$ cat src/hdl/room_mode_frequency_evaluator_unit_defines.svh
// Assertion macros shared by the room mode frequency evaluator RTL.
// Depends on each using module having ports named i_clk and i_rst_n.
`ifndef ROOM_MODE_FREQUENCY_EVALUATOR_UNIT_DEFINES_SVH
`define ROOM_MODE_FREQUENCY_EVALUATOR_UNIT_DEFINES_SVH

// Same-cycle implication, checked outside reset.
`define RMFE_ASSERT_IMPLY(label, ante, cons, msg) \
    label: assert property (@(posedge i_clk) disable iff (!i_rst_n) (ante) |-> (cons)) \
        else $error(msg);

// Implication after a fixed number of cycles, checked outside reset.
`define RMFE_ASSERT_DELAY(label, ante, n, cons, msg) \
    label: assert property (@(posedge i_clk) disable iff (!i_rst_n) (ante) |-> ##(n) (cons)) \
        else $error(msg);

`endif

$ cat src/hdl/rmfe_pkg.sv
// Package for the room mode frequency evaluator: widths, pipeline depths,
// register indexes and the sideband type. No dependencies.
`default_nettype none

package rmfe_pkg;

    localparam int ORDER_W    = 10;
    localparam int STEP_W     = 24;
    localparam int FREQ_W     = 34;
    localparam int KIND_W     = 2;
    localparam int CFG_ADDR_W = 2;
    localparam int CFG_DATA_W = 34;

    localparam logic [ORDER_W-1:0] ORDER_MAX = 10'd512;

    // order * step is exact in PROD_W bits; its square in SQ_W bits.
    localparam int PROD_W = ORDER_W + STEP_W;
    localparam int HALF_W = PROD_W / 2;
    localparam int PP_W   = 2 * HALF_W;
    localparam int SQ_W   = 2 * PROD_W;
    localparam int SUM_W  = SQ_W + 2;
    localparam int ROOT_W = SUM_W / 2;

    // Product, partial products, square assembly, sum of squares.
    localparam int PRE_STG  = 4;
    localparam int SQRT_STG = ROOT_W;
    localparam int PIPE_LAT = PRE_STG + SQRT_STG + 1;

    typedef enum logic [CFG_ADDR_W-1:0] {
        CFG_STEP_X     = 2'd0,
        CFG_STEP_Y     = 2'd1,
        CFG_STEP_Z     = 2'd2,
        CFG_BAND_LIMIT = 2'd3
    } t_cfg_idx;

    typedef struct packed {
        logic [KIND_W-1:0] kind;
        logic              order_ok;
    } t_side;

endpackage

`default_nettype wire

$ cat src/hdl/rmfe_square.sv
// Two-stage squarer for one order*step product, built from 17x17 partial products.
// Depends on rmfe_pkg.
`default_nettype none

module rmfe_square
    import rmfe_pkg::*;
(
    input  wire logic              i_clk,
    input  wire logic [PROD_W-1:0] i_val,
    output logic      [SQ_W-1:0]   o_sq
);

    logic [HALF_W-1:0] w_h;
    logic [HALF_W-1:0] w_l;
    logic [PP_W-1:0]   n_hh;
    logic [PP_W-1:0]   n_hl;
    logic [PP_W-1:0]   n_ll;
    logic [PP_W-1:0]   r_hh;
    logic [PP_W-1:0]   r_hl;
    logic [PP_W-1:0]   r_ll;
    logic [SQ_W-1:0]   n_sq;
    logic [SQ_W-1:0]   r_sq;

    assign w_h = i_val[PROD_W-1:HALF_W];
    assign w_l = i_val[HALF_W-1:0];

    assign n_hh = {{HALF_W{1'b0}}, w_h} * {{HALF_W{1'b0}}, w_h};
    assign n_hl = {{HALF_W{1'b0}}, w_h} * {{HALF_W{1'b0}}, w_l};
    assign n_ll = {{HALF_W{1'b0}}, w_l} * {{HALF_W{1'b0}}, w_l};

    // h*h sits fully above l*l, so the two simply concatenate; the doubled
    // cross term lands HALF_W+1 bits up.
    assign n_sq = {r_hh, r_ll} + SQ_W'({r_hl, {(HALF_W+1){1'b0}}});

    always_ff @(posedge i_clk) begin
        r_hh <= n_hh;
        r_hl <= n_hl;
        r_ll <= n_ll;
        r_sq <= n_sq;
    end

    assign o_sq = r_sq;

endmodule

`default_nettype wire

$ cat config.mk
export PLATFORM = sky130hd
export DESIGN_NAME = rmfe_square
export DESIGN_NICKNAME = d
export VERILOG_FILES = /design/src/hdl/room_mode_frequency_evaluator_unit_defines.svh /design/src/hdl/rmfe_pkg.sv /design/src/hdl/rmfe_square.sv
export SDC_FILE = /design/constraint.sdc
export NUM_CORES = 2
export LEC_CHECK = 0
export ABC_CLOCK_PERIOD_IN_PS = 8800
export BUFFER_PORTS_ARGS = -buffer_cell sky130_fd_sc_hd__buf_2
export CORE_MARGIN = 2
export CORE_UTILIZATION = 45
export DETAILED_ROUTE_END_ITERATION = 10
export MAX_ROUTING_LAYER = met4
export SLEW_MARGIN = 10
export SYNTH_ARGS = -nofsm -noshare
export SYNTH_HDL_FRONTEND = slang
export SYNTH_SLANG_ARGS = --single-unit
$ cat constraint.sdc
create_clock -name i_clk -period 8.8 [get_ports i_clk]
set_input_delay 0.88 -clock i_clk [delete_from_list [all_inputs] [get_ports i_clk]]
set_output_delay 0.88 -clock i_clk [all_outputs]
set_load 0.005 [all_outputs]
==> reports/metrics.yaml <==
status: "finished clean"
r2r_start: "r_ll[18]$_DFF_P_"
cp-startpoint: "i_val[28]"
timing.setup.tns_ps: 0
arrival_ps: 7460
io_pins: 103
worst_slack_ps: 1760
cp.required_ps: 9220
synth.top_cells.by_count: "inv_1 (875), fa_1 (605), nand2_1 (370), ha_1 (360), and2_1 (227)"
fin_skew_ps: 22.8
synth_edf_count: 0
fill_cells: 6650
tritoncts: "done"
synth_area_leaders: "fa_1 (39%), ha_1 (14%), dfxtp_1 (11%)"
ctsResizeCount: 0
routed_via_density: 4.94
yosysTopAreaCellShare: 0.386
place_ws_ps: 1340
r2r-end: "o_sq[60]$_DFF_P_"
async_reset_ff_frac: 0
max_slew_margin: 0.358
path_clk_slew_ps: 80
wire_per_inst_um: 16.4
critPathMaxStageDelay_ps: 590
crit_type: "in -> reg"
die-area_um2: 71800
reg2reg_depth: 12
synth_most_common_cell: "inv_1"
first_pass_iters: 5
holdCritStartpoint: "r_ll[7]$_DFF_P_"
die_y_um: 268
setup_viol: 0
drv_slew: 0
yosysWarningCount: 0
cp.depth: 21
cp_slowest_cell: "a2111oi_0"
nNetsFinal: 4461
ys_ff_latch: 167
maxCapViolCount: 0
hold_class: "reg -> reg"
vias: 21800
grt_antenna_before_repair: 2
cts_buffers: 17
avgSynthCellArea_um2: 9.10
synthCells: 3445
grt_overflow: 0
grt_max_degree: 37
routed_wl_um: 72200
hpwl_um: 57100
cp_cell_sequence: "buf_2 -> inv_1 -> nor2_1 -> fa_1 -> inv_1 -> fa_1 -> fa_1 -> inv_1 -> fa_1 -> fa_1 -> inv_1 -> fa_1 -> inv_1 -> ha_1 -> o2111ai_1 -> a21oi_1 -> nor2_1 -> a2111oi_0 -> nor3_1 -> o21ai_0 -> xor2_1"
tightest_slew_ps: 964
multi_input_area_um2: 24200
hold_viol: 0
grt_usage: 0.223
layout_worst_path_cycle_share: 0.800
clock_path_buffers: 2
die_w_um: 268
area_growth_pct: 6.27
synth_nets: 4445
cts_sinks: 167
start_util: 0.456
clk_latency_ps: 490
drive_gt1_frac: 0.0538
rsz0062_at_grt: "false"
fin_crit_ps: 7040
postRouteAntennaNets: 0
reg2reg_slack_ps: 5370
start_kind: "primary input"
core_area_um2: 68800
yosys.cell_types.count: 76
fmax_ghz: 0.142
n_antenna_cell: 0
fin_util: 0.484
yosysSeqAreaShare: 0.107
crit_top_cell: "fa_1"
drt_iter0_drc: 1288
grt_pass1_vias: 22800
gp_congestion: 0.866
portBuffers: 101
synth_area_leader_cell: "fa_1"
htree_levels: 4
netlist_area_um2: 31400
cts_setup_buffers: 0
cp_num_buf_inv: 6
row_count: 96
cts-root-buf: "clkbuf_16"
route.detailed.drc: 0
cp_max_fo: 20
cp_top_family: "adder cells"
hold_buffers: 0
endpoint: "r_hh[31]$_DFF_P_"
regArea_um2: 3340
grt_first_pass_wirelength_um: 120000
synthFlopType: "dfxtp_1"
cp-end-kind: "flop"
[metrics by stage]
| step | cell area, um2 | hold slack, ps | cells |
|---|---|---|---|
| after detailed placement | 32700 | 313 | 4373 |
| final | 33300 | 324 | 4405 |
| after global placement | 32700 | 310 | 4373 |
| after global routing | 33300 | 325 | 4405 |
| after CTS | 33300 | 329 | 4405 |
| after floorplan | 31400 | 310 | 3445 |
[cell type report]
class	count	area share
Clock buffer	20	0.0137
Clock inverter	12	0.00496
Inverter	877	0.0988
Multi-Input combinational cell	2278	0.728
Sequential cell	167	0.100
Tap cell	931	0.0350
Timing Repair Buffer	120	0.0195
[worst reg2reg max path, cell delays in order (launching register included)]
cell and delay (ps):
dfxtp_1 320, ha_1 190, inv_1 60, fa_1 400, nand2b_1 190, a21oi_1 210
o21ai_1 190, a21oi_2 330, a221oi_2 150, o21ai_1 520, a21oi_1 340, nor3b_1 310
xor2_1 160
[kinds of logic after synthesis]
logic type      Yosys count  synth area share
simple gates            817             0.126
flops                   167             0.107
other cells               1          0.000120
mux                       2          0.000718
xor+xnor                156            0.0436
compound gates          337            0.0726
buf+inv                1000             0.120
fa+ha+maj               965             0.530
[worst min-delay path by stage]
stage	end	slack, ps	cells after the start
detailed placement	o_sq[2]$_DFF_P_	310	0
CTS	o_sq[2]$_DFF_P_	330	0
finish	o_sq[7]$_DFF_P_	320	0
global route	o_sq[7]$_DFF_P_	320	0
floorplan	o_sq[0]$_DFF_P_	310	0
global placement	o_sq[0]$_DFF_P_	310	0
[flip-flops by register name, summed over array words and instances, names as in the netlist]
name and flops:
r_ll 33, o_sq 67, r_hl 34, r_hh 33
[layer usage]
| metal | global-route usage | up-vias | wire length [um] |
|---|---|---|---|
| met4 | 0.0503 | 0 | 1110 |
| met3 | 0.0242 | 55 | 3360 |
| met1 | 0.318 | 10900 | 35100 |
| met2 | 0.342 | 448 | 32600 |
| li1 | - | 10400 | - |
| met5 | - | - | 0 |
[placed cells by master (no fill, tap or decap), types with 6 or more instances in the layout]
cell	Yosys	final
o31ai_1	6	6
o21ai_1	14	14
fa_1	605	605
xnor2_1	117	117
o21a_1	7	7
o21bai_1	14	14
a211oi_1	10	10
nand3_1	20	20
nor3_1	15	15
xor2_1	39	39
nand2_1	370	370
nand4_1	15	15
or2_2	13	13
nand2b_1	14	14
o211ai_1	8	8
and3_1	19	19
nor2b_1	17	17
dfxtp_1	167	167
a31oi_1	15	15
a21o_1	63	63
buf_2	3	101
clkbuf_16	0	17
and2_1	227	227
buf_4	1	19
inv_1	875	875
a21oi_1	98	98
o21ai_0	49	49
nor2_1	83	83
ha_1	360	360
Power is left out: the tool's default activity adds up to more than one toggle a clock period on the data nets, which glitch-free logic cannot reach.
